<file path="config.mk">
export PLATFORM = sky130hd
export DESIGN_NAME = sot_square
export DESIGN_NICKNAME = d
export VERILOG_FILES = /design/src/sv/sot_pkg.sv /design/src/sv/sot_square.sv
export SDC_FILE = /design/constraint.sdc
export NUM_CORES = 2
export LEC_CHECK = 0
export BUFFER_PORTS_ARGS = -buffer_cell sky130_fd_sc_hd__buf_2
export CORE_MARGIN = 2
export CORE_UTILIZATION = 60
export DETAILED_ROUTE_END_ITERATION = 8
export PLACE_DENSITY = 0.78
export SYNTH_ARGS = -nofsm -noshare
export SYNTH_HDL_FRONTEND = slang
export SYNTH_SLANG_ARGS = --single-unit
</file>
<file path="constraint.sdc">
create_clock -name clk -period 10 [get_ports clk]
set_input_delay 0.5 -clock clk [delete_from_list [all_inputs] [get_ports clk]]
set_output_delay 0.5 -clock clk [all_outputs]
set_load 0.05 [all_outputs]
</file>
<file path="src/sv/sot_pkg.sv">
// Shared constants, stage payload types and helpers for the shape overlap tester.
`timescale 1ns / 1ps

package sot_pkg;

  localparam int COORD_FRAC_BITS = 8;
  localparam int COORD_WIDTH     = 24;
  localparam int SIZE_WIDTH      = 12;

  // half size scaled to coordinate format
  localparam int HALF_W = SIZE_WIDTH - 1 + COORD_FRAC_BITS;
  // centre plus or minus a half size
  localparam int EDGE_W = ((COORD_WIDTH > HALF_W + 1) ? COORD_WIDTH : HALF_W + 1) + 1;
  localparam int RAD_W  = HALF_W + 1;
  localparam int DIFF_W = EDGE_W + 1;
  localparam int SQ_W   = 2 * RAD_W;
  localparam int SUM_W  = SQ_W + 1;

  typedef enum logic [2:0] {
    KIND_RECT_RECT    = 3'd0,
    KIND_RECT_CIRCLE  = 3'd1,
    KIND_CIRCLE_CIRCLE = 3'd2,
    KIND_POINT_RECT   = 3'd3,
    KIND_POINT_CIRCLE = 3'd4
  } kind_t;

  typedef struct packed {
    kind_t                     kind;
    logic signed [EDGE_W-1:0]  l1;
    logic signed [EDGE_W-1:0]  r1;
    logic signed [EDGE_W-1:0]  t1;
    logic signed [EDGE_W-1:0]  b1;
    logic signed [EDGE_W-1:0]  l2;
    logic signed [EDGE_W-1:0]  r2;
    logic signed [EDGE_W-1:0]  t2;
    logic signed [EDGE_W-1:0]  b2;
    logic signed [COORD_WIDTH-1:0] x1;
    logic signed [COORD_WIDTH-1:0] y1;
    logic signed [COORD_WIDTH-1:0] x2;
    logic signed [COORD_WIDTH-1:0] y2;
    logic [RAD_W-1:0]          rad;
  } s1_t;

  typedef struct packed {
    kind_t                     kind;
    logic                      rr_hit;
    logic                      pr_hit;
    logic signed [DIFF_W-1:0]  dxl;
    logic signed [DIFF_W-1:0]  dxr;
    logic signed [DIFF_W-1:0]  dyt;
    logic signed [DIFF_W-1:0]  dyb;
    logic [RAD_W-1:0]          rad;
  } s2_t;

  typedef struct packed {
    kind_t             kind;
    logic              rr_hit;
    logic              pr_hit;
    logic              span;
    logic              box;
    logic [DIFF_W-1:0] axl;
    logic [DIFF_W-1:0] axr;
    logic [DIFF_W-1:0] ayt;
    logic [DIFF_W-1:0] ayb;
    logic [RAD_W-1:0]  rad;
  } s3_t;

  typedef struct packed {
    kind_t           kind;
    logic            rr_hit;
    logic            pr_hit;
    logic            span;
    logic            box;
    logic [3:0]      near;  // xl, xr, yt, yb within radius
    logic [SQ_W-1:0] sxl;
    logic [SQ_W-1:0] sxr;
    logic [SQ_W-1:0] syt;
    logic [SQ_W-1:0] syb;
    logic [SQ_W-1:0] r2;
  } s4_t;

  function automatic logic [HALF_W-1:0] half_size(input logic [SIZE_WIDTH-1:0] s);
    half_size = HALF_W'(s >> 1) << COORD_FRAC_BITS;
  endfunction

  function automatic logic [DIFF_W-1:0] mag(input logic signed [DIFF_W-1:0] v);
    mag = v[DIFF_W-1] ? DIFF_W'(-v) : DIFF_W'(v);
  endfunction

endpackage

</file>
<file path="src/sv/sot_square.sv">
// Fourth stage: squares of the corner offsets and the radius.
`timescale 1ns / 1ps

module sot_square (
  input  logic         clk,
  input  logic         rst_n,
  input  logic         in_valid,
  output logic         in_ready,
  input  sot_pkg::s3_t in_data,
  output logic         out_valid,
  input  logic         out_ready,
  output sot_pkg::s4_t out_data
);
  import sot_pkg::*;

  logic              valid_r;
  s4_t               data_r, data_nxt;
  logic [DIFF_W-1:0] rad_w;

  always_comb begin
    rad_w           = DIFF_W'(in_data.rad);
    data_nxt.kind   = in_data.kind;
    data_nxt.rr_hit = in_data.rr_hit;
    data_nxt.pr_hit = in_data.pr_hit;
    data_nxt.span   = in_data.span;
    data_nxt.box    = in_data.box;
    data_nxt.near   = {in_data.ayb <= rad_w, in_data.ayt <= rad_w,
                       in_data.axr <= rad_w, in_data.axl <= rad_w};
    // an offset beyond the radius misses anyway, so its square may wrap
    data_nxt.sxl = SQ_W'(in_data.axl[RAD_W-1:0]) * SQ_W'(in_data.axl[RAD_W-1:0]);
    data_nxt.sxr = SQ_W'(in_data.axr[RAD_W-1:0]) * SQ_W'(in_data.axr[RAD_W-1:0]);
    data_nxt.syt = SQ_W'(in_data.ayt[RAD_W-1:0]) * SQ_W'(in_data.ayt[RAD_W-1:0]);
    data_nxt.syb = SQ_W'(in_data.ayb[RAD_W-1:0]) * SQ_W'(in_data.ayb[RAD_W-1:0]);
    data_nxt.r2  = SQ_W'(in_data.rad) * SQ_W'(in_data.rad);
  end

  assign in_ready  = !valid_r || out_ready;
  assign out_valid = valid_r;
  assign out_data  = data_r;

  always_ff @(posedge clk) begin
    if (!rst_n) begin
      valid_r <= 1'b0;
    end else if (in_ready) begin
      valid_r <= in_valid;
    end
  end

  always_ff @(posedge clk) begin
    if (in_ready && in_valid) begin
      data_r <= data_nxt;
    end
  end

endmodule

</file>
==> run metrics <==
outcome finished clean; worst-margin pin slew 0.9994 ns; Max-cap violations 0; DR iter-0 viols 3064; largest net degree at the start of global routing 113; Post-DP HPWL 131900 um; layout cells sized above 1 6.738%; Row Count 121; Min Hold Slack 0.04164 ns; Hold Vio Cnt, Final 0; Placed Instance Area 0.06822 mm^2; Layout Nets 9295; Seq/Total Area, Yosys 9.484%; most common cell after layout, fill and taps aside inv_1; crit-path leading delay family adder cells; Tot GR Track Use 30.51%; Peak Freq 0.1334 GHz; design area 0.06913 mm^2; vias per std cell 5.579; ANT nets after route 0; FF+latch count, synth 207; Layout area overhead 5.637%; Post-CTS Resized 0; antenna violations before repair 17; Final Cycle Share 74.98%; H-tree levels 1; Post CTS Setup Buffer Count 0; Placeable Area 0.1086 mm^2; drt wl/cell 19.50 um; GRT overflow 0; Worst path most repeated cell fa_1; fin crit period 7.498 ns; Synth warnings 0; Slew headroom 32.80%; ys async rst share 0%; CP startpoint kind input port; Post-synth top flop edfxtp_1; unrepaired setup endpoints after global routing no; Area contributors post-synth fa_1 43%, ha_1 16%, inv_1 9.8%; Synth area leader fa_1; CP Capture Type flip-flop; Worst path max stage delay 0.67 ns; Post-synth EDFFs 206; Root Driver clkbuf_16; Worst Path Arrival 7.84 ns; die area 0.1117 mm^2; vias in the first global route 51510; Netlist cell types 94; Die H 334.3 um; Horiz. Die Dim 334.3 um; Placer Congestion 0.9859; CTS Buf Count 27; worst-skew pair later-pin latency 0.64 ns; crit path cell chain buf_2 -> clkinv_1 -> nor2_1 -> fa_1 -> fa_1 -> inv_1 -> fa_1 -> inv_1 -> fa_1 -> fa_1 -> fa_1 -> inv_1 -> fa_1 -> inv_1 -> ha_1 -> nand3_1 -> nor2_1 -> inv_1 -> a2111oi_2 -> o211ai_2 -> a32oi_1 -> a21bo_2 -> a31oi_1 -> xnor2_1; clock-pin transition on the worst setup and hold timing paths 0.06 ns; Pre-antenna DRT Iters 6; Setup Viol. Count Final 0; Worst Setup Path Type in2reg; IO Pins 348; IO Port Bufs 342; final worst slack 2.502 ns; Slowest-stage cell, CP clkinv_1; Clock Path Buffers 3; worst path required time 10.35 ns; Slew Viols, Final 0; Worst Path Buf+Inv 7; cell count after synthesis 6750; first-pass GRT wire length 268500 um; top-area cell type share of the netlist area 42.52%; number of remaining DRC errors 0; post-synthesis cell area 0.06544 mm^2; commonest cells after routing, fill and taps aside 1715 x inv_1, 1390 x fa_1, 843 x ha_1, 685 x nand2_1, 342 x buf_2; Hold Crit Class in2reg; detailed-route via count 46680; final setup TNS 0 ns; Post-CTS Hold Fix Bufs 0; critical path peak fanout 15; Clock Skew 0.03861 ns; total wire length 163200 um; DP Worst Slack 1.966 ns; CTS Sinks 207; CTS tree done; Initial Utilization 60.28%; Avg Cell Area, Syn 9.695 um^2
synthesized netlist by cell type, drive strengths merged, types with 45 or more instances:
cell type  number
xnor2         173
o21ai          93
fa           1390
ha            843
nor2          234
xor2           94
edfxtp        206
o21bai         45
and2          286
a21o          150
clkbuf        198
inv          1715
nand2         685
a21oi         213
flip-flops by register name (all words and copies together) (netlist names):
signal / count
out_data: 206
out_valid: 1
cells by family (layout without fill, tap and decap cells):
| kind of cell | after synthesis | in the layout | share of synthesized area (%) |
|---|---|---|---|
| DFF | 207 | 207 | 9.484 |
| buffers and inverters | 1931 | 2123 | 11.11 |
| other | 1 | 13 | 0.005731 |
| muxes | 6 | 6 | 0.1013 |
| AOI/OAI and AO/OA | 671 | 671 | 6.965 |
| and+or+nand+nor | 1432 | 1432 | 10.09 |
| adders and majority gates | 2235 | 2235 | 58.67 |
| xor gates and xnor gates | 267 | 267 | 3.574 |
cell type report:
cell class                 instances  area (um^2)
inverter                        1723         6467
timing repair buffer             352         1799
fill                            8747        39420
clock buffer                      28        679.4
tap                             1414         1769
multi-input combinational       4616        51980
clock inverter                    20        205.2
sequential                       207         6206
antenna                            8        20.02
per-layer routing:
layer / up-vias / track usage (%) / routed length [um]
met5: - / 0 / 97
met4: 14 / 10.40 / 6165
met3: 383 / 5.480 / 13530
met2: 1844 / 51.48 / 79810
met1: 23500 / 39.86 / 63610
li1: 20940 / - / -
stage by stage:
stage,instances,util [%]
after global routing,8361,63.67
final,8368,63.68
after global placement,8312,62.85
after floorplan,6754,-
after CTS,8360,63.66
after detailed placement,8312,62.85
worst paths after layout:
| path | start | endpoint | slack [ns] | depth (start not counted) |
|---|---|---|---|---|
| max | in_data[10] | out_data[33]$_DFFE_PP_ | 2.50 | 24 |
| min | in_data[125] | out_data[205]$_DFFE_PP_ | 0.04 | 1 |
| max reg2reg | out_valid$_SDFFE_PN0N_ | out_data[55]$_DFFE_PP_ | 7.91 | 3 |
| min reg2reg | out_valid$_SDFFE_PN0N_ | out_valid$_SDFFE_PN0N_ | 0.54 | 2 |
Power is left out: the tool's default activity adds up to more than one toggle a clock period on the data nets, which glitch-free logic cannot reach.
