`config.mk`:
```
export PLATFORM = sky130hd
export DESIGN_NAME = sot_diff
export DESIGN_NICKNAME = d
export VERILOG_FILES = /design/src/sv/sot_pkg.sv /design/src/sv/sot_diff.sv
export SDC_FILE = /design/constraint.sdc
export NUM_CORES = 1
export LEC_CHECK = 0
export BUFFER_PORTS_ARGS = -buffer_cell sky130_fd_sc_hd__buf_4
export CELL_PAD_IN_SITES_DETAIL_PLACEMENT = 1
export CELL_PAD_IN_SITES_GLOBAL_PLACEMENT = 2
export CORE_MARGIN = 2
export CORE_UTILIZATION = 38
export DETAILED_ROUTE_END_ITERATION = 10
export HOLD_SLACK_MARGIN = 0.06
export PLACE_DENSITY_LB_ADDON = 0.12
export REMOVE_ABC_BUFFERS = 1
export SLEW_MARGIN = 20
export SYNTH_ARGS = -nofsm -noshare
export SYNTH_HDL_FRONTEND = slang
export SYNTH_SLANG_ARGS = --single-unit
```
`constraint.sdc`:
```
create_clock -name clk -period 16.1 [get_ports clk]
set_input_delay 0.805 -clock clk [delete_from_list [all_inputs] [get_ports clk]]
set_output_delay 0.805 -clock clk [all_outputs]
set_load 0.1 [all_outputs]
```
`src/sv/sot_pkg.sv`:
```
// Shared constants, stage payload types and helpers for the shape overlap tester.
`timescale 1ns / 1ps

package sot_pkg;

  localparam int COORD_FRAC_BITS = 8;
  localparam int COORD_WIDTH     = 24;
  localparam int SIZE_WIDTH      = 12;

  // half size scaled to coordinate format
  localparam int HALF_W = SIZE_WIDTH - 1 + COORD_FRAC_BITS;
  // centre plus or minus a half size
  localparam int EDGE_W = ((COORD_WIDTH > HALF_W + 1) ? COORD_WIDTH : HALF_W + 1) + 1;
  localparam int RAD_W  = HALF_W + 1;
  localparam int DIFF_W = EDGE_W + 1;
  localparam int SQ_W   = 2 * RAD_W;
  localparam int SUM_W  = SQ_W + 1;

  typedef enum logic [2:0] {
    KIND_RECT_RECT    = 3'd0,
    KIND_RECT_CIRCLE  = 3'd1,
    KIND_CIRCLE_CIRCLE = 3'd2,
    KIND_POINT_RECT   = 3'd3,
    KIND_POINT_CIRCLE = 3'd4
  } kind_t;

  typedef struct packed {
    kind_t                     kind;
    logic signed [EDGE_W-1:0]  l1;
    logic signed [EDGE_W-1:0]  r1;
    logic signed [EDGE_W-1:0]  t1;
    logic signed [EDGE_W-1:0]  b1;
    logic signed [EDGE_W-1:0]  l2;
    logic signed [EDGE_W-1:0]  r2;
    logic signed [EDGE_W-1:0]  t2;
    logic signed [EDGE_W-1:0]  b2;
    logic signed [COORD_WIDTH-1:0] x1;
    logic signed [COORD_WIDTH-1:0] y1;
    logic signed [COORD_WIDTH-1:0] x2;
    logic signed [COORD_WIDTH-1:0] y2;
    logic [RAD_W-1:0]          rad;
  } s1_t;

  typedef struct packed {
    kind_t                     kind;
    logic                      rr_hit;
    logic                      pr_hit;
    logic signed [DIFF_W-1:0]  dxl;
    logic signed [DIFF_W-1:0]  dxr;
    logic signed [DIFF_W-1:0]  dyt;
    logic signed [DIFF_W-1:0]  dyb;
    logic [RAD_W-1:0]          rad;
  } s2_t;

  typedef struct packed {
    kind_t             kind;
    logic              rr_hit;
    logic              pr_hit;
    logic              span;
    logic              box;
    logic [DIFF_W-1:0] axl;
    logic [DIFF_W-1:0] axr;
    logic [DIFF_W-1:0] ayt;
    logic [DIFF_W-1:0] ayb;
    logic [RAD_W-1:0]  rad;
  } s3_t;

  typedef struct packed {
    kind_t           kind;
    logic            rr_hit;
    logic            pr_hit;
    logic            span;
    logic            box;
    logic [3:0]      near;  // xl, xr, yt, yb within radius
    logic [SQ_W-1:0] sxl;
    logic [SQ_W-1:0] sxr;
    logic [SQ_W-1:0] syt;
    logic [SQ_W-1:0] syb;
    logic [SQ_W-1:0] r2;
  } s4_t;

  function automatic logic [HALF_W-1:0] half_size(input logic [SIZE_WIDTH-1:0] s);
    half_size = HALF_W'(s >> 1) << COORD_FRAC_BITS;
  endfunction

  function automatic logic [DIFF_W-1:0] mag(input logic signed [DIFF_W-1:0] v);
    mag = v[DIFF_W-1] ? DIFF_W'(-v) : DIFF_W'(v);
  endfunction

endpackage

```
`src/sv/sot_diff.sv`:
```
// Second and third stages: edge compares, corner offsets, span and box checks.
`timescale 1ns / 1ps

module sot_diff (
  input  logic         clk,
  input  logic         rst_n,
  input  logic         in_valid,
  output logic         in_ready,
  input  sot_pkg::s1_t in_data,
  output logic         out_valid,
  input  logic         out_ready,
  output sot_pkg::s3_t out_data
);
  import sot_pkg::*;

  logic                     v2_r, v3_r;
  logic                     rdy2, rdy3;
  s2_t                      s2_r, s2_nxt;
  s3_t                      s3_r, s3_nxt;
  logic signed [EDGE_W-1:0] ax, ay;
  logic signed [DIFF_W-1:0] rad_s;

  // stage 2
  always_comb begin
    // kinds other than rect-circle reuse the first corner slot for the centre offset
    if (in_data.kind == KIND_RECT_CIRCLE) begin
      ax = in_data.l1;
      ay = in_data.t1;
    end else begin
      ax = EDGE_W'(in_data.x1);
      ay = EDGE_W'(in_data.y1);
    end
    s2_nxt.kind   = in_data.kind;
    s2_nxt.rr_hit = (in_data.r1 >= in_data.l2) && (in_data.l1 <= in_data.r2) &&
                    (in_data.b1 >= in_data.t2) && (in_data.t1 <= in_data.b2);
    s2_nxt.pr_hit = (EDGE_W'(in_data.x1) >= in_data.l2) &&
                    (EDGE_W'(in_data.x1) <= in_data.r2) &&
                    (EDGE_W'(in_data.y1) >= in_data.t2) &&
                    (EDGE_W'(in_data.y1) <= in_data.b2);
    s2_nxt.dxl = DIFF_W'(ax) - DIFF_W'(in_data.x2);
    s2_nxt.dxr = DIFF_W'(in_data.r1) - DIFF_W'(in_data.x2);
    s2_nxt.dyt = DIFF_W'(ay) - DIFF_W'(in_data.y2);
    s2_nxt.dyb = DIFF_W'(in_data.b1) - DIFF_W'(in_data.y2);
    s2_nxt.rad = in_data.rad;
  end

  // stage 3
  always_comb begin
    rad_s         = $signed(DIFF_W'(s2_r.rad));
    s3_nxt.kind   = s2_r.kind;
    s3_nxt.rr_hit = s2_r.rr_hit;
    s3_nxt.pr_hit = s2_r.pr_hit;
    s3_nxt.span   = ((s2_r.dxl <= 0) && (s2_r.dxr >= 0)) ||
                    ((s2_r.dyt <= 0) && (s2_r.dyb >= 0));
    s3_nxt.box    = (s2_r.dxr >= -rad_s) && (s2_r.dxl <= rad_s) &&
                    (s2_r.dyb >= -rad_s) && (s2_r.dyt <= rad_s);
    s3_nxt.axl    = mag(s2_r.dxl);
    s3_nxt.axr    = mag(s2_r.dxr);
    s3_nxt.ayt    = mag(s2_r.dyt);
    s3_nxt.ayb    = mag(s2_r.dyb);
    s3_nxt.rad    = s2_r.rad;
  end

  assign rdy3      = !v3_r || out_ready;
  assign rdy2      = !v2_r || rdy3;
  assign in_ready  = rdy2;
  assign out_valid = v3_r;
  assign out_data  = s3_r;

  always_ff @(posedge clk) begin
    if (!rst_n) begin
      v2_r <= 1'b0;
      v3_r <= 1'b0;
    end else begin
      if (rdy2) begin
        v2_r <= in_valid;
      end
      if (rdy3) begin
        v3_r <= v2_r;
      end
    end
  end

  always_ff @(posedge clk) begin
    if (rdy2 && in_valid) begin
      s2_r <= s2_nxt;
    end
    if (rdy3 && v2_r) begin
      s3_r <= s3_nxt;
    end
  end

endmodule

```
==> flow_summary_export.csv, run 1 <==
group,metric,value,unit
status,status,"finished, final reports clean",
logic_synthesis,netlist.area_leader.share,34.8,%
min_path,hp-start,"in_data[2]",
cts,post_cts_resized,0,
cts,numCtsBuffers,30,
cts,cts_sinks,262,
sta,rsz0062_at_grt,"false",
setup_path,reg2reg_from,"rad_s[0]",
logic_synthesis,seq_area_frac_synth,34.9,%
layout,utilization,47.4,%
global_routing,grt_max_degree,72,
floorplanning,die_area,0.0611,sq mm
placement,placed_area,0.0268,sq mm
sta,setup_violations,0,
layout,drive_above_1_share,21.1,%
logic_synthesis,ys_ff_latch,262,
placement,portBuffers,455,
cts,clock-root-buffer,"clkbuf_16",
setup_path,reg2reg_depth,15,
setup_path,cp-start-kind,"flip-flop",
sta,hold_viol_final,0,
drt,wl,83.4,mm
floorplanning,coreArea,0.0587,sq mm
sta,worst_slew_pin_slew,1.34,ns
logic_synthesis,synth_common_cells,"ha_1 (391), edfxtp_1 (260), inv_1 (230), xnor2_1 (166), a21oi_1 (141)",
global_routing,grt_pass1_vias,19961,
drt,wl_per_cell,23.7,um
drt,ant_nets,0,
min_path,hold_depth,1,
pwr,p_per_area,92.7,mW/mm^2
global_routing,grt.met2_usage,43.8,%
layout,final_cell_area,0.0278,sq mm
placement,gp_congestion,0.913,
drt,vias,19339,
cts,clockBufferDepth,3,
floorplanning,die_w,247,um
sta,fin_crit_sh,28.7,%
logic_synthesis,synth-edff-count,260,
pwr,power_leakage,12.5,nW
logic_synthesis,synth_area,0.0225,sq mm
cts,cts.reportedPaths.clkPinSlew,0.06,ns
global_routing,top_usage_layer,"met2",
logic_synthesis,avgSynthCellArea,9.95,sq um
cts,clk_latency,0.57,ns
logic_synthesis,ys_types,68,
floorplanning,rows,89,
setup_path,arrival,5.01,ns
logic_synthesis,synth_flop_cell,"edfxtp_1",
sta,relSlewSlack,9.71,%
min_path,holdPathEnd,"rad_s[2]",
sta,setup_ws,11.48,ns
cts,postCtsHoldBufs,0,
drt,vias_per_cell,5.50,
sta,fin_skew,0.0195,ns
global_routing,grt_util_met1,37.4,%
global_routing,grt_pass1_wl,123,mm
layout,syn2layout_area_growth,23.8,%
sta,slew_violations,0,
global_routing,met3_usage,2.73,%
placement,place_ws,10.96,ns
setup_path,r2r-end,"out_data[124]",
layout,antenna_cells,0,
logic_synthesis,synth_area_leaders,"edfxtp_1 (35%), ha_1 (22%), xnor2_1 (6.5%), inv_1 (3.8%), a21oi_1 (3.1%)",
pwr,ir_worst_vdd,0.0000767,V
sta,finalSetupTns,0,ns
setup_path,crit_type,"reg -> reg",
drt,drt_pass1_iterations,5,
cts,cts_tree,"built",
sta,max_freq,216,MHz
logic_synthesis,netlist_instances,2256,
setup_path,end_kind,"flip-flop",
logic_synthesis,yosysTopAreaCell,"edfxtp_1",
floorplanning,ios,456,
logic_synthesis,yosys_warnings,0,
cts,post_cts_buffers,0,
floorplanning,die_y,247,um
min_path,hold_path.class,"in -> reg",
drt,drc,0,
layout,nNetsFinal,3439,
logic_synthesis,yosysMostFrequentCell,"ha_1",
drt,drt_first_iter_violations,1008,
flow_run,drv_cap,0,
global_routing,overflow,0,
floorplanning,start_util,38.3,%
setup_path,r2r_slack,11.48,ns
sta,finalCriticalPeriod,4.62,ns
logic_synthesis,synth-async-reset-ratio,0,%
global_routing,antenna_found_initial,0,
placement,dp_hpwl,70.4,mm
setup_path,cp.required,16.49,ns
setup_path,crit_fanout,8,
cts,htreeDepth,1,
global_routing,grt_usage,26.5,%
==> state kept, by name (all words and copies together) (netlist names) <==
name and count:
rad_s 20, s2_r 109, v2_r 1, out_valid 1
out_data 131
==> per-layer routing <==
| metal | routed length (um) | part of all wire (%) |
|---|---|---|
| met5 | 0 | 0 |
| met4 | 1850 | 2.2 |
| met3 | 3750 | 4.5 |
| met2 | 38900 | 47 |
| met1 | 38900 | 47 |
==> report_power, final <==
part | switching, mW | total [mW] | internal [mW]
Sequential | 0.0834 | 0.945 | 0.862
Clock | 0.294 | 0.709 | 0.414
Combinational | 0.588 | 0.924 | 0.336
Total | 0.966 | 2.58 | 1.61
==> cells by family after synthesis <==
logic type	Yosys count	share of synthesized area [%]
compound gates	575	16.7
xor+xnor	184	7.24
fa+ha+maj	397	22.2
buf+inv	259	4.35
flops	262	34.9
mux	44	2.21
simple gates	535	12.3
==> cell usage in the layout, fill, tap and decap left out, drive strengths merged, types with 22 or more instances in the layout <==
| master | instances |
|---|---|
| nand3 | 46 |
| a21o | 88 |
| o21a | 33 |
| ha | 391 |
| nand2 | 117 |
| nand4 | 48 |
| mux2 | 44 |
| inv | 232 |
| a211oi | 24 |
| or3 | 22 |
| buf | 462 |
| o31ai | 41 |
| nor3 | 39 |
| nand2b | 36 |
| edfxtp | 260 |
| xnor2 | 166 |
| a21oi | 141 |
| clkbuf | 34 |
| nor2 | 115 |
| o21ai | 125 |
| nor2b | 35 |
==> critical path, stage by stage (launching register included) <==
cell      delay [ns]
edfxtp_1        0.58
inv_1           0.12
ha_1            0.21
or4b_2          0.66
or2_2           0.38
or3_1           0.46
nor3_1          0.33
ha_1            0.20
nand4_1         0.11
nor2_1          0.19
nand2_1         0.11
nor3_2          0.31
nor4b_4         0.29
a221oi_2        0.11
xnor2_1         0.13
a211oi_1        0.24
==> final cells by class <==
cell class              count  area [sq um]
well taps                 773           967
clock buffers              34           787
repair buffers            462          3470
multi-input cells        1735         13700
flip-flops and latches    262          7850
fillers                  6619         30900
clock inverters            20           210
inverters                 230           863
==> how the worst max path moves through the flow <==
stage	from	end	slack, ns	depth (start not counted)
after global routing	in_data[317]	s2_r[122]	11.08	17
after floorplan	in_data[317]	s2_r[121]	8.67	12
after CTS	rad_s[0]	out_data[124]	11.47	15
final	rad_s[0]	out_data[124]	11.48	15
after global placement	in_data[317]	s2_r[122]	11.21	13
after detailed placement	in_data[317]	s2_r[71]	10.96	14
==> per-stage QoR <==
stage	cells	hold WS [ns]	power [mW]
2_1_floorplan	2227	0.400	1.55
3_3_place_gp	3462	0.408	1.85
3_5_place_dp	3462	0.413	1.87
4_1_cts	3516	0.388	2.59
5_1_grt	3516	0.393	2.70
6_report	3516	0.414	2.58
(Power assumes the default switching activity.)
==> run 2, diff against run 1 <==
CORE_UTILIZATION = 32   (was 38)
clock period = 3.99 ns   (was 16.1 ns; I/O delays follow)
==> run 2 against run 1 <==
Net effect: core utilization fell by 5.5 points; clock skew rose by 0.0023 ns; via count rose by 0.96%; critical path depth fell by 2; clock-buffer cell count fell by 2; global-route usage fell by 3.5 points; highest routed layer unchanged.
==> flow_summary_export.csv, run 2 (synthesis results as in run 1) <==
group,metric,value,unit
drt,vias_per_cell,5.15,
drt,drt_first_iter_violations,1021,
cts,clockBufferDepth,3,
layout,drive_above_1_share,23.9,%
pwr,intPower,6.69,mW
pwr,p_per_area,365,mW/mm^2
sta,fin_skew,0.0218,ns
layout,syn2layout_area_growth,30.0,%
drt,wl,86.7,mm
global_routing,grt_pass1_wl,125,mm
layout,final_cell_mix,"buf_4 (523), ha_1 (390), edfxtp_1 (260)",
setup_path,arrival,4.24,ns
placement,place_ws,-0.219,ns
floorplanning,die_y,269,um
pwr,power_leakage,13.1,nW
drt,vias,19525,
layout,largest_register_ffs,131,
global_routing,grt_max_degree,65,
sta,whs,0.0893,ns
layout,utilization,41.8,%
layout,layout_commonest_cell,"buf_4",
sta,setup_ws,0.0853,ns
sta,slew_violations,0,
setup_path,startpoint,"rad_s[8]",
setup_path,cp.required,4.33,ns
sta,rsz0062_at_grt,"true",
sta,finalCriticalPeriod,3.90,ns
floorplanning,ios,456,
min_path,hold_path.class,"in -> reg",
pwr,pwr-share-seq,35.5,%
sta,max_freq,256,MHz
drt,ant_nets,0,
placement,dp_hpwl,73.4,mm
setup_path,crit_chain,"or4_4, or4_4, or3_4, nor3_2, ha_1, a21o_1, a21o_1, a211oi_1, and3_1, o21ai_1, a2bb2oi_1, nor3b_2, a211oi_1",
placement,placed_area,0.0275,sq mm
drt,drt_pass1_iterations,5,
cts,cts.reportedPaths.clkPinSlew,0.07,ns
layout,final_cell_area,0.0292,sq mm
setup_path,cp-endpoint,"out_data[124]",
pwr,switchingPower,3.97,mW
cts,cts_sinks,262,
global_routing,grt_pass1_vias,20082,
setup_path,reg2reg_from,"rad_s[8]",
setup_path,crit_slowest_cell,"or4_4",
cts,clk_latency,0.59,ns
sta,fin_crit_sh,97.9,%
cts,numCtsBuffers,30,
pwr,ir_worst_vdd,0.000280,V
status,status,"finished, final reports clean",
layout,num-fill-cells,7920,
setup_path,r2r_slack,0.09,ns
floorplanning,rows,97,
pwr,combPwrFrac,36.5,%
drt,drc,0,
setup_path,crit_type,"reg -> reg",
placement,portBuffers,455,
cts,cts_tree,"built",
sta,setup_violations,0,
drt,wl_per_cell,22.9,um
setup_path,max_stage_delay,0.55,ns
global_routing,antenna_found_initial,5,
cts,htreeDepth,1,
sta,worst_slew_pin_slew,0.938,ns
global_routing,grt_usage,23.1,%
setup_path,reg2reg_depth,13,
floorplanning,die_area,0.0723,sq mm
placement,gp_congestion,0.911,
flow_run,drv_cap,0,
pwr,p_sw_share,37.2,%
global_routing,overflow,0,
setup_path,r2r-end,"out_data[124]",
floorplanning,start_util,32.2,%
setup_path,crit_fanout,3,
floorplanning,die_w,269,um
layout,nNetsFinal,3539,
setup_path,cp-start-kind,"flip-flop",
cts,clock-root-buffer,"clkbuf_16",
pwr,clkPwrFrac,28.0,%
sta,hold_viol_final,0,
floorplanning,coreArea,0.0698,sq mm
setup_path,end_kind,"flip-flop",
sta,relSlewSlack,37.0,%
==> run 2: cell count changes in the layout (fill, tap and decap cells not counted), sizes merged <==
cell         previous run  this run
dlygate4sd3             0        31
clkinv                 11        12
clkbuf                 34        33
diode                   0         4
bufinv                  4         6
buf                   462       530
clkinvlp                3         4
==> run 2: worst min path at each step <==
stage	cells past startpoint	slack, ns	from	end
global placement	1	0.38	in_data[17]	rad_s[17]
finish	3	0.09	in_data[290]	s2_r[97]
CTS	3	0.07	in_data[290]	s2_r[97]
detailed placement	1	0.38	in_data[18]	rad_s[18]
floorplan	0	0.30	in_data[0]	rad_s[0]
global route	3	0.11	in_data[290]	s2_r[97]
==> run 2: metrics by stage <==
stage,power [mW],TNS (ns),cells
after floorplan,6.26,-711.37,2227
after global placement,7.58,-0.141,3692
after detailed placement,7.66,-0.219,3692
after CTS,10.7,0,3780
after global routing,11.2,-0.0781,3785
final,10.7,0,3789
==> run 2: power groups by stage <==
| stage | clock network [mW] | registers [mW] | logic (mW) |
|---|---|---|---|
| finish | 2.99 | 3.79 | 3.89 |
| global route | 3.14 | 3.82 | 4.22 |
| detailed placement | 0 | 3.84 | 3.82 |
| CTS | 3.04 | 3.79 | 3.88 |
| floorplan | 0 | 4.53 | 1.73 |
| global placement | 0 | 3.84 | 3.75 |
==> run 2: critical path, delay by kind of cell (launching register included) <==
family                   cells  cell delay (ns)
AND/OR/NAND/NOR              6             2.06
adder cells (fa/ha/maj)      1             0.31
flip-flops                   1             0.39
AO/OA/AOI/OAI                6             0.87
==> run 2: what timing repair did <==
| item | 4_1_cts | 5_1_grt |
|---|---|---|
| buffers inserted | 1 | 4 |
| gates cloned | 0 | 1 |
| gates resized for setup | 10 | 34 |
| pin swaps | 3 | 14 |
| hold endpoints to repair | 31 | 0 |
| setup endpoints to repair | 1 | 10 |
| hold buffers | 31 | 0 |
==> run 2: final cells by class <==
| class | instances | area, sq um | area share (%) |
|---|---|---|---|
| clock buffer | 32 | 758 | 2.60 |
| sequential | 262 | 7850 | 26.9 |
| antenna | 4 | 10.0 | 0.0343 |
| timing repair buffer | 562 | 4380 | 15.0 |
| clock inverter | 24 | 298 | 1.02 |
| multi-input combinational | 1735 | 13800 | 47.5 |
| tap | 940 | 1180 | 4.03 |
| inverter | 230 | 863 | 2.96 |
==> run 2: per-layer routing <==
layer  GRT usage [%]  wire length, um  up-vias
li1                -                -     9574
met1            32.2            40900     9479
met2            38.2            40200      383
met3            2.54             3310       89
met4            5.32             2230        0
met5               0                0        -
