===== src/sv/sot_pkg.sv =====
// Shared constants, stage payload types and helpers for the shape overlap tester.
`timescale 1ns / 1ps

package sot_pkg;

  localparam int COORD_FRAC_BITS = 8;
  localparam int COORD_WIDTH     = 24;
  localparam int SIZE_WIDTH      = 12;

  // half size scaled to coordinate format
  localparam int HALF_W = SIZE_WIDTH - 1 + COORD_FRAC_BITS;
  // centre plus or minus a half size
  localparam int EDGE_W = ((COORD_WIDTH > HALF_W + 1) ? COORD_WIDTH : HALF_W + 1) + 1;
  localparam int RAD_W  = HALF_W + 1;
  localparam int DIFF_W = EDGE_W + 1;
  localparam int SQ_W   = 2 * RAD_W;
  localparam int SUM_W  = SQ_W + 1;

  typedef enum logic [2:0] {
    KIND_RECT_RECT    = 3'd0,
    KIND_RECT_CIRCLE  = 3'd1,
    KIND_CIRCLE_CIRCLE = 3'd2,
    KIND_POINT_RECT   = 3'd3,
    KIND_POINT_CIRCLE = 3'd4
  } kind_t;

  typedef struct packed {
    kind_t                     kind;
    logic signed [EDGE_W-1:0]  l1;
    logic signed [EDGE_W-1:0]  r1;
    logic signed [EDGE_W-1:0]  t1;
    logic signed [EDGE_W-1:0]  b1;
    logic signed [EDGE_W-1:0]  l2;
    logic signed [EDGE_W-1:0]  r2;
    logic signed [EDGE_W-1:0]  t2;
    logic signed [EDGE_W-1:0]  b2;
    logic signed [COORD_WIDTH-1:0] x1;
    logic signed [COORD_WIDTH-1:0] y1;
    logic signed [COORD_WIDTH-1:0] x2;
    logic signed [COORD_WIDTH-1:0] y2;
    logic [RAD_W-1:0]          rad;
  } s1_t;

  typedef struct packed {
    kind_t                     kind;
    logic                      rr_hit;
    logic                      pr_hit;
    logic signed [DIFF_W-1:0]  dxl;
    logic signed [DIFF_W-1:0]  dxr;
    logic signed [DIFF_W-1:0]  dyt;
    logic signed [DIFF_W-1:0]  dyb;
    logic [RAD_W-1:0]          rad;
  } s2_t;

  typedef struct packed {
    kind_t             kind;
    logic              rr_hit;
    logic              pr_hit;
    logic              span;
    logic              box;
    logic [DIFF_W-1:0] axl;
    logic [DIFF_W-1:0] axr;
    logic [DIFF_W-1:0] ayt;
    logic [DIFF_W-1:0] ayb;
    logic [RAD_W-1:0]  rad;
  } s3_t;

  typedef struct packed {
    kind_t           kind;
    logic            rr_hit;
    logic            pr_hit;
    logic            span;
    logic            box;
    logic [3:0]      near;  // xl, xr, yt, yb within radius
    logic [SQ_W-1:0] sxl;
    logic [SQ_W-1:0] sxr;
    logic [SQ_W-1:0] syt;
    logic [SQ_W-1:0] syb;
    logic [SQ_W-1:0] r2;
  } s4_t;

  function automatic logic [HALF_W-1:0] half_size(input logic [SIZE_WIDTH-1:0] s);
    half_size = HALF_W'(s >> 1) << COORD_FRAC_BITS;
  endfunction

  function automatic logic [DIFF_W-1:0] mag(input logic signed [DIFF_W-1:0] v);
    mag = v[DIFF_W-1] ? DIFF_W'(-v) : DIFF_W'(v);
  endfunction

endpackage


===== src/sv/sot_edge.sv =====
// First stage: half sizes, rectangle edges and test radius.
`timescale 1ns / 1ps

module sot_edge (
  input  logic                                 clk,
  input  logic                                 rst_n,
  input  logic                                 in_valid,
  output logic                                 in_ready,
  input  logic [2:0]                           kind,
  input  logic signed [sot_pkg::COORD_WIDTH-1:0] x1,
  input  logic signed [sot_pkg::COORD_WIDTH-1:0] y1,
  input  logic [sot_pkg::SIZE_WIDTH-1:0]       w1,
  input  logic [sot_pkg::SIZE_WIDTH-1:0]       h1,
  input  logic signed [sot_pkg::COORD_WIDTH-1:0] x2,
  input  logic signed [sot_pkg::COORD_WIDTH-1:0] y2,
  input  logic [sot_pkg::SIZE_WIDTH-1:0]       w2,
  input  logic [sot_pkg::SIZE_WIDTH-1:0]       h2,
  output logic                                 out_valid,
  input  logic                                 out_ready,
  output sot_pkg::s1_t                         out_data
);
  import sot_pkg::*;

  logic                     valid_r;
  s1_t                      data_r;
  s1_t                      data_nxt;
  logic [HALF_W-1:0]        hw1, hh1, hw2, hh2;
  logic signed [EDGE_W-1:0] ex1, ey1, ex2, ey2;

  always_comb begin
    hw1 = half_size(w1);
    hh1 = half_size(h1);
    hw2 = half_size(w2);
    hh2 = half_size(h2);
    ex1 = EDGE_W'(x1);
    ey1 = EDGE_W'(y1);
    ex2 = EDGE_W'(x2);
    ey2 = EDGE_W'(y2);
    data_nxt.kind = kind_t'(kind);
    data_nxt.l1   = ex1 - $signed(EDGE_W'(hw1));
    data_nxt.r1   = ex1 + $signed(EDGE_W'(hw1));
    data_nxt.t1   = ey1 - $signed(EDGE_W'(hh1));
    data_nxt.b1   = ey1 + $signed(EDGE_W'(hh1));
    data_nxt.l2   = ex2 - $signed(EDGE_W'(hw2));
    data_nxt.r2   = ex2 + $signed(EDGE_W'(hw2));
    data_nxt.t2   = ey2 - $signed(EDGE_W'(hh2));
    data_nxt.b2   = ey2 + $signed(EDGE_W'(hh2));
    data_nxt.x1   = x1;
    data_nxt.y1   = y1;
    data_nxt.x2   = x2;
    data_nxt.y2   = y2;
    // circle-circle tests against the sum of both radii
    if (kind_t'(kind) == KIND_CIRCLE_CIRCLE) begin
      data_nxt.rad = RAD_W'(hw1) + RAD_W'(hw2);
    end else begin
      data_nxt.rad = RAD_W'(hw2);
    end
  end

  assign in_ready  = !valid_r || out_ready;
  assign out_valid = valid_r;
  assign out_data  = data_r;

  always_ff @(posedge clk) begin
    if (!rst_n) begin
      valid_r <= 1'b0;
    end else if (in_ready) begin
      valid_r <= in_valid;
    end
  end

  always_ff @(posedge clk) begin
    if (in_ready && in_valid) begin
      data_r <= data_nxt;
    end
  end

endmodule


===== config.mk =====
export PLATFORM = sky130hd
export DESIGN_NAME = sot_edge
export DESIGN_NICKNAME = d
export VERILOG_FILES = /design/src/sv/sot_pkg.sv /design/src/sv/sot_edge.sv
export SDC_FILE = /design/constraint.sdc
export NUM_CORES = 1
export LEC_CHECK = 0
export BUFFER_PORTS_ARGS = -buffer_cell sky130_fd_sc_hd__buf_2
export CAP_MARGIN = 15
export CORE_ASPECT_RATIO = 2
export CORE_MARGIN = 5
export CORE_UTILIZATION = 45
export DETAILED_ROUTE_END_ITERATION = 12
export GPL_TIMING_DRIVEN = 0
export PLACE_DENSITY = 0.73
export SYNTH_ARGS = -nofsm -noshare
export SYNTH_HDL_FRONTEND = slang
export SYNTH_SLANG_ARGS = --single-unit

===== constraint.sdc =====
create_clock -name clk -period 9.8 [get_ports clk]
set_input_delay 1.96 -clock clk [delete_from_list [all_inputs] [get_ports clk]]
set_output_delay 1.96 -clock clk [all_outputs]
set_load 0.1 [all_outputs]

==> impl_metrics.toml, run 1 <==
[outcome]
status = "finished clean"

[layout]
syn2layout_area_growth_pct = 26.32
drive_above_1_share_pct = 35.62
final_cells = 2044
fin_area_sq_mm = 0.01726
fill_cells = 2524
regArea_sq_mm = 0.007317
finalNetCount = 1918
multiInputGateArea_sq_mm = 0.005264

[logic_synthesis]
synth_cells = 1166
synth_adder_area_share_pct = 10.39
seq_area_frac_synth_pct = 53.56
synth_ff_type = "edfxtp_1"
ys_warn_count = 0
synth.top_cell.area_share_pct = 53.41
synth_top_family_by_area = "compound AO/OA/AOI/OAI gates"
yosys-top-cells-count = "edfxtp_1 (243), ha_1 (99), inv_1 (96)"
ys_top_cells_by_area = "edfxtp_1 (53%), ha_1 (9.1%), buf_4 (4.2%), xnor2_1 (3.9%), inv_1 (2.6%)"
yosysTopAreaCell = "edfxtp_1"
synth.avg_cell_area_sq_um = 11.72
synth-simple-area-share_pct = 9.854
synth.area.mux_share_pct = 0.3755
synth-edff-count = 243
async_flop_share_pct = 0
synth_most_common_cell = "edfxtp_1"
synth_compound_area_share_pct = 11.84
ys_ff_latch = 244
synthXorXnorAreaFrac_pct = 5.834
ys_types = 72
syn-cell-area_sq_mm = 0.01366

[placed_design]
gp_congestion = 0.9060
dpl.hpwl_um = 32600
port_buffers = 459
placed_area_sq_mm = 0.01653
place_inst = 2003

[global_route]
grt_pass1_vias = 10892
grt_pass1_wl_um = 59510
grt_max_degree = 72
track_usage_pct = 22.30
antenna_found_initial = 5
globalRoute.totalOverflow = 0

[clocking]
cts_tree = "done"
cts_buffer_depth = 3
cts_root_buffer = "clkbuf_16"
clk_pin_slew_ps = 60
postCtsHoldBufs = 0
cts_setup_buffers = 0
cts_sinks = 244
cts_made_buffers = 22
cts-resized-gates = 0
clk_latency_ps = 530
htree_levels = 1

[critical_path]
start_kind = "input pin"
required_ps = 7840
r2r_setup_slack_ps = 7560
endpoint_kind = "output port"
arrival_ps = 2620
critPathKind = "input pin to output port"
crit_fanout = 3

[sta]
max-slew-margin-rel_pct = 28.46
hold_violations = 0
tightest_slew_ps = 1063
slew_violations = 0
rsz0062_at_grt = "false"
final-setup-viol-count = 0
timing.fmax_mhz = 218.4
fin_crit_ps = 4579
skew_ps = 16.40
tns_ps = 0
holdWs_ps = 589.1
finalCritPeriodShare_pct = 46.73

[power]
p_int_uw = 2027
p_sw_share_pct = 42.29
switchingPower_uw = 1485
static-leakage-power_uw = 0.007587
vdd_drop_max_uv = 224.1
comb_power_share_pct = 38.1
power.share.clock_pct = 25.0
seq_power_share_pct = 37.0
power.density_mw_per_mm2 = 203.6

[detailed_routing]
drtIter0Drc = 438
vias_per_cell = 5.233
post-route-drc-count = 0
wl_um = 39880
wl_per_cell_um = 19.51
vias = 10697
first_pass_iters = 5
antenna_left = 0

[worst_hold_path]
hp-class = "flop to flop"

[die]
coreArea_sq_mm = 0.03007
dieArea_sq_mm = 0.03416
die_y_um = 256.4
die_w_um = 133.2
rows = 90
start_util_pct = 45.44
ios = 472

[flow_run]
max_cap_viol_count = 0
-- flip-flops by register name, indices dropped and copies added, names as in the netlist --
name / cells
out_data: 243
out_valid: 1
-- worst paths after layout --
path | from | end | cells after the start
setup / recovery | out_ready | in_ready | 3
hold / removal | out_valid | out_valid | 2
setup reg to reg | out_valid | out_data[53] | 4
hold reg to reg | out_valid | out_valid | 2
-- critical path, cell delays in order --
cell      delay [ps]
buf_2             80
nand2b_1         140
buf_2            440
-- cell type report --
cell class	count	area share [%]
Clock inverter	13	0.7903
Tap cell	368	2.668
Antenna cell	3	0.04350
Timing Repair Buffer	462	13.79
Clock buffer	25	3.379
Multi-Input combinational cell	713	30.50
Sequential cell	244	42.40
Buffer	120	4.343
Inverter	96	2.088
-- kinds of logic after synthesis --
group,Yosys count
XOR/XNOR,91
adder cells (fa/ha/maj),108
AO/OA/AOI/OAI,243
flip-flops,244
buffers and inverters,216
multiplexers,5
other,1
AND/OR/NAND/NOR,258
-- metal layers --
metal / up-vias / wire, um / GRT usage, %
li1: 5120 / - / -
met1: 5001 / 12210 / 19.50
met2: 458 / 21830 / 43.67
met3: 114 / 3239 / 5.767
met4: 4 / 2592 / 13.76
met5: - / 17 / 0
-- cells in the final DEF (no fill, tap or decap), types with 22 or more instances in the layout --
cell / synthesis / final
buf_2: 4 / 463
edfxtp_1: 243 / 243
ha_1: 99 / 99
inv_1: 96 / 96
buf_4: 76 / 76
nor2_1: 74 / 74
a21oi_1: 61 / 61
xnor2_1: 61 / 61
o21ai_0: 53 / 53
clkbuf_1: 36 / 38
nand2_1: 38 / 38
xor2_1: 30 / 30
nor3_1: 28 / 28
clkbuf_16: 0 / 23
o21a_1: 22 / 22
-- power by group through the flow --
stage	clock network (uW)	registers [uW]	logic, uW
2_1_floorplan	0	1970	448
3_3_place_gp	0	1340	1320
3_5_place_dp	0	1320	1340
4_1_cts	911	1300	1340
5_1_grt	948	1310	1390
6_report	877	1300	1340
-- per-stage QoR --
step | util (%) | total power (uW) | setup slack, ps
2_1_floorplan | - | 2417 | 792.7
3_3_place_gp | 54.70 | 2659 | -621.4
3_5_place_dp | 54.98 | 2661 | 5221
4_1_cts | 57.37 | 3553 | 5224
5_1_grt | 57.40 | 3647 | 5186
6_report | 57.40 | 3513 | 5221
(Power assumes the default switching activity.)
==> run 2: changes to the inputs <==
- ABC_AREA: default -> 1
- PLACE_DENSITY: 0.73 -> 0.74
- clock period: 9.8 -> 3.85 ns (I/O delays scaled with it)
==> impl_metrics.toml, run 2 <==
[logic_synthesis]
synth_most_common_cell = "nand2_1"
synth-edff-count = 243
ys_ff_latch = 244
async_flop_share_pct = 0
ys_types = 39
synth.avg_cell_area_sq_um = 9.008
synth_ff_type = "edfxtp_1"
ys_top_cells_by_area = "edfxtp_1 (48%), nand2_1 (11%), ha_1 (8.1%), inv_1 (5.6%), buf_4 (4.8%)"
synth.top_cell.area_share_pct = 47.85
seq_area_frac_synth_pct = 47.98
syn-cell-area_sq_mm = 0.01525
synth_cells = 1693
yosys-top-cells-count = "nand2_1 (465), edfxtp_1 (243), inv_1 (227)"
ys_warn_count = 0
yosysTopAreaCell = "edfxtp_1"

[power]
vdd_drop_max_uv = 406.4
static-leakage-power_uw = 0.009598
power.density_mw_per_mm2 = 486.3
p_total_uw = 9307

[detailed_routing]
antenna_left = 0
drtIter0Drc = 665
wl_per_cell_um = 17.96
vias_per_cell = 4.910
first_pass_iters = 5
vias = 13016
wl_um = 47610
post-route-drc-count = 0

[critical_path]
start_kind = "flop"
endpoint_kind = "output port"
reg2reg_depth = 5
arrival_ps = 1620
critPathKind = "flop to output port"
crit_fanout = 3
r2r_setup_slack_ps = 1950
required_ps = 3080

[layout]
layout_commonest_cell = "buf_2"
syn2layout_area_growth_pct = 25.49
mostFrequentLayoutCells = "buf_2 (468), nand2_1 (465), edfxtp_1 (243)"
final_cells = 2651
fin_area_sq_mm = 0.01914
finalNetCount = 2452
largest_reg_flops = 243
drive_above_1_share_pct = 32.59

[sta]
rsz0062_at_grt = "false"
fin_crit_ps = 2395
timing.fmax_mhz = 417.5
finalCritPeriodShare_pct = 62.21
max-slew-margin-rel_pct = 62.60
holdWs_ps = 404.6
skew_ps = 9.071
slew_violations = 0
tightest_slew_ps = 555.2
hold_violations = 0
final-setup-viol-count = 0
tns_ps = 0

[die]
coreArea_sq_mm = 0.03352
dieArea_sq_mm = 0.03790
ios = 472
die_w_um = 140.2
die_y_um = 270.4
rows = 95
start_util_pct = 45.50

[clocking]
cts_root_buffer = "clkbuf_16"
htree_levels = 1
cts_tree = "done"
cts_made_buffers = 23
clk_latency_ps = 530
cts_setup_buffers = 0
clk_pin_slew_ps = 60
cts-resized-gates = 0
postCtsHoldBufs = 0
cts_sinks = 244
cts_buffer_depth = 3

[placed_design]
place_inst = 2604
gp_congestion = 0.9120
placed_area_sq_mm = 0.01834
port_buffers = 459
dpl.hpwl_um = 40340

[global_route]
grt_pass1_wl_um = 71680
antenna_found_initial = 10
track_usage_pct = 24.21
grt_max_degree = 33
grt_pass1_vias = 13146
globalRoute.totalOverflow = 0

[outcome]
status = "finished clean"

[worst_hold_path]
holdPathStages = 1
hp-class = "input pin to flop"

[flow_run]
max_cap_viol_count = 0
-- run 2: cell types whose count changed after synthesis, moves of 23 or more --
cell      change
nand2_1     +427
inv_1       +131
nand3_1     +100
nor2_1       +42
xnor2_1      -41
clkbuf_1     -36
o21ai_0      -36
nand2_2      +23
-- run 2: per-stage QoR --
step	util [%]	setup WS [ps]
6_report	57.10	1455
5_1_grt	57.07	1395
4_1_cts	57.05	1385
3_5_place_dp	54.71	1138
3_3_place_gp	54.13	-3023
2_1_floorplan	-	-1357
-- run 2: cell type report --
type	count	area, sq um
Clock inverter	17	203.9
Multi-Input combinational cell	1085	6112
Clock buffer	24	579.3
Timing Repair Buffer	468	2492
Inverter	253	967.2
Fill cell	2989	14380
Buffer	118	904.6
Tap cell	436	545.5
Antenna cell	6	15.01
Sequential cell	244	7318
-- run 2: routing by layer --
layer	wire length, um	vias up	share of wire [%]	track usage, %
li1	-	6387	-	-
met1	15070	5970	32	21.68
met2	27060	539	57	49.33
met3	3178	116	6.7	5.103
met4	2274	4	4.8	11.28
met5	21	-	0.044	0
-- run 2: logic make-up after synthesis --
logic type	count (synthesis)	synth area share [%]
adders and majority gates	108	9.303
DFF	244	47.98
AOI/OAI and AO/OA	106	4.209
and+or+nand+nor	806	23.02
xor gates and xnor gates	57	3.273
buffers and inverters	371	12.19
other	1	0.02459
-- run 2: where the power goes --
| group | internal [uW] | switching, uW |
|---|---|---|
| combinational | 684 | 2930 |
| clock | 1370 | 1020 |
| sequential | 3230 | 77.1 |
| total | 5280 | 4020 |
-- run 2: final timing paths --
kind	startpoint	to
worst min-delay path	y1[4]	out_data[72]
worst max-delay path	out_data[26]	out_data[147]
worst min register to register	out_valid	out_valid
worst max register to register	out_valid	out_data[140]
-- run 2: critical path: stages (launching register included) --
cell,delay [ps]
edfxtp_1,510
buf_4,160
buf_2,410
==> run 3: changes to the inputs <==
- PLACE_DENSITY: 0.74 -> 0.72
- clock period: 3.85 -> 2.5 ns (I/O delays scaled with it)
==> impl_metrics.toml, run 3 (synthesis results as in run 2) <==
[sta]
skew_ps = 8.052
timing.fmax_mhz = 482.1
max-slew-margin-rel_pct = 62.20
rsz0062_at_grt = "false"
fin_crit_ps = 2074
slew_violations = 0
hold_violations = 0
fin_ws_ps = 425.5
finalCritPeriodShare_pct = 82.98
tightest_slew_ps = 570.9
final-setup-viol-count = 0

[critical_path]
endpoint_kind = "output port"
critPathKind = "flop to output port"
crit_slowest_cell = "edfxtp_1"
crit_fanout = 3
start_kind = "flop"
startpoint = "out_data[94]"
required_ps = 2000
crit_family = "buffers and inverters"
crit_path_max_incr_delay_ps = 480
r2r-start = "out_valid"
arrival_ps = 1570
cp.buffers_inverters = 2
path_cells = "buf_4 -> buf_2"

[layout]
regArea_sq_mm = 0.007321
syn2layout_area_growth_pct = 25.14
fin_area_sq_mm = 0.01908
largest_reg_flops = 243
multiInputGateArea_sq_mm = 0.006112
drive_above_1_share_pct = 32.47
finalNetCount = 2453
layout_commonest_cell = "buf_2"
fill_cells = 3057
mostFrequentLayoutCells = "buf_2 (468), nand2_1 (465), edfxtp_1 (243)"

[detailed_routing]
first_pass_iters = 5
wl_um = 46830
drtIter0Drc = 594
vias_per_cell = 4.937
antenna_left = 0
post-route-drc-count = 0
vias = 13062
wl_per_cell_um = 17.70

[power]
static-leakage-power_uw = 0.009580
seq_power_share_pct = 36.2
power.share.clock_pct = 24.3
comb_power_share_pct = 39.5
vdd_drop_max_uv = 730.9
p_sw_share_pct = 43.69
power.density_mw_per_mm2 = 736.3
switchingPower_uw = 6140
p_int_uw = 7913

[die]
start_util_pct = 45.50
die_w_um = 140.2
die_y_um = 270.4
rows = 95
coreArea_sq_mm = 0.03352
ios = 472
dieArea_sq_mm = 0.03790

[worst_hold_path]
worstHoldStart = "y2[5]"
hp-class = "input pin to flop"

[clocking]
cts-resized-gates = 0
cts_root_buffer = "clkbuf_16"
clk_pin_slew_ps = 70
postCtsHoldBufs = 0
cts_sinks = 244
cts_buffer_depth = 3
cts_setup_buffers = 0
cts_tree = "done"
htree_levels = 1
clk_latency_ps = 530
cts_made_buffers = 23

[global_route]
grt_pass1_vias = 12976
grt_pass1_wl_um = 70580
track_usage_pct = 23.70
globalRoute.totalOverflow = 0
grt_max_degree = 32
antenna_found_initial = 9

[placed_design]
gp_congestion = 0.9532
port_buffers = 459
placed_area_sq_mm = 0.01837
place_ws_ps = 69.68
dpl.hpwl_um = 39650

[outcome]
status = "finished clean"

[flow_run]
max_cap_viol_count = 0
==> run 3: power by group through the flow <==
stage                     logic, uW  clock network [uW]  registers [uW]
after global routing           5830                3680            5110
after CTS                      5580                3510            5090
after detailed placement       5570                   0            5170
after global placement         5470                   0            5210
after floorplan                2000                   0            7640
final                          5560                3410            5080
==> run 3: area by class of cell <==
type / instances / share of cell area, %
Antenna cell: 5 / 0.06556
Timing Repair Buffer: 469 / 13.28
Tap cell: 436 / 2.858
Multi-Input combinational cell: 1085 / 32.03
Buffer: 118 / 4.740
Clock inverter: 11 / 0.6097
Sequential cell: 244 / 38.36
Inverter: 253 / 5.002
Clock buffer: 25 / 3.055
==> run 3: final timing paths <==
check | slack, ps | endpoint | cells after the start
hold reg to reg | 550 | out_valid | 2
setup / recovery | 430 | out_data[293] | 2
hold / removal | 140 | out_data[25] | 1
setup reg to reg | 460 | out_data[137] | 6
==> run 3: layer usage <==
layer	vias up	wire length, um	GRT usage [%]
li1	6399	-	-
met1	6044	14780	21.74
met2	498	26360	47.50
met3	117	3183	4.784
met4	4	2485	11.77
met5	-	25	0
==> run 3: stage by stage <==
| step | hold WS, ps | utilization, % | std cells | TNS [ps] | total power, uW |
|---|---|---|---|---|---|
| 2_1_floorplan | 598.9 | - | 1700 | -610290 | 9637 |
| 3_3_place_gp | 528.3 | 54.10 | 2595 | -978770 | 10680 |
| 5_1_grt | 126.4 | 56.93 | 2645 | 0 | 14630 |
| 4_1_cts | 108.1 | 56.90 | 2641 | 0 | 14180 |
| 3_5_place_dp | 549.5 | 54.81 | 2605 | 0 | 10740 |
| 6_report | 135.7 | 56.94 | 2646 | 0 | 14050 |
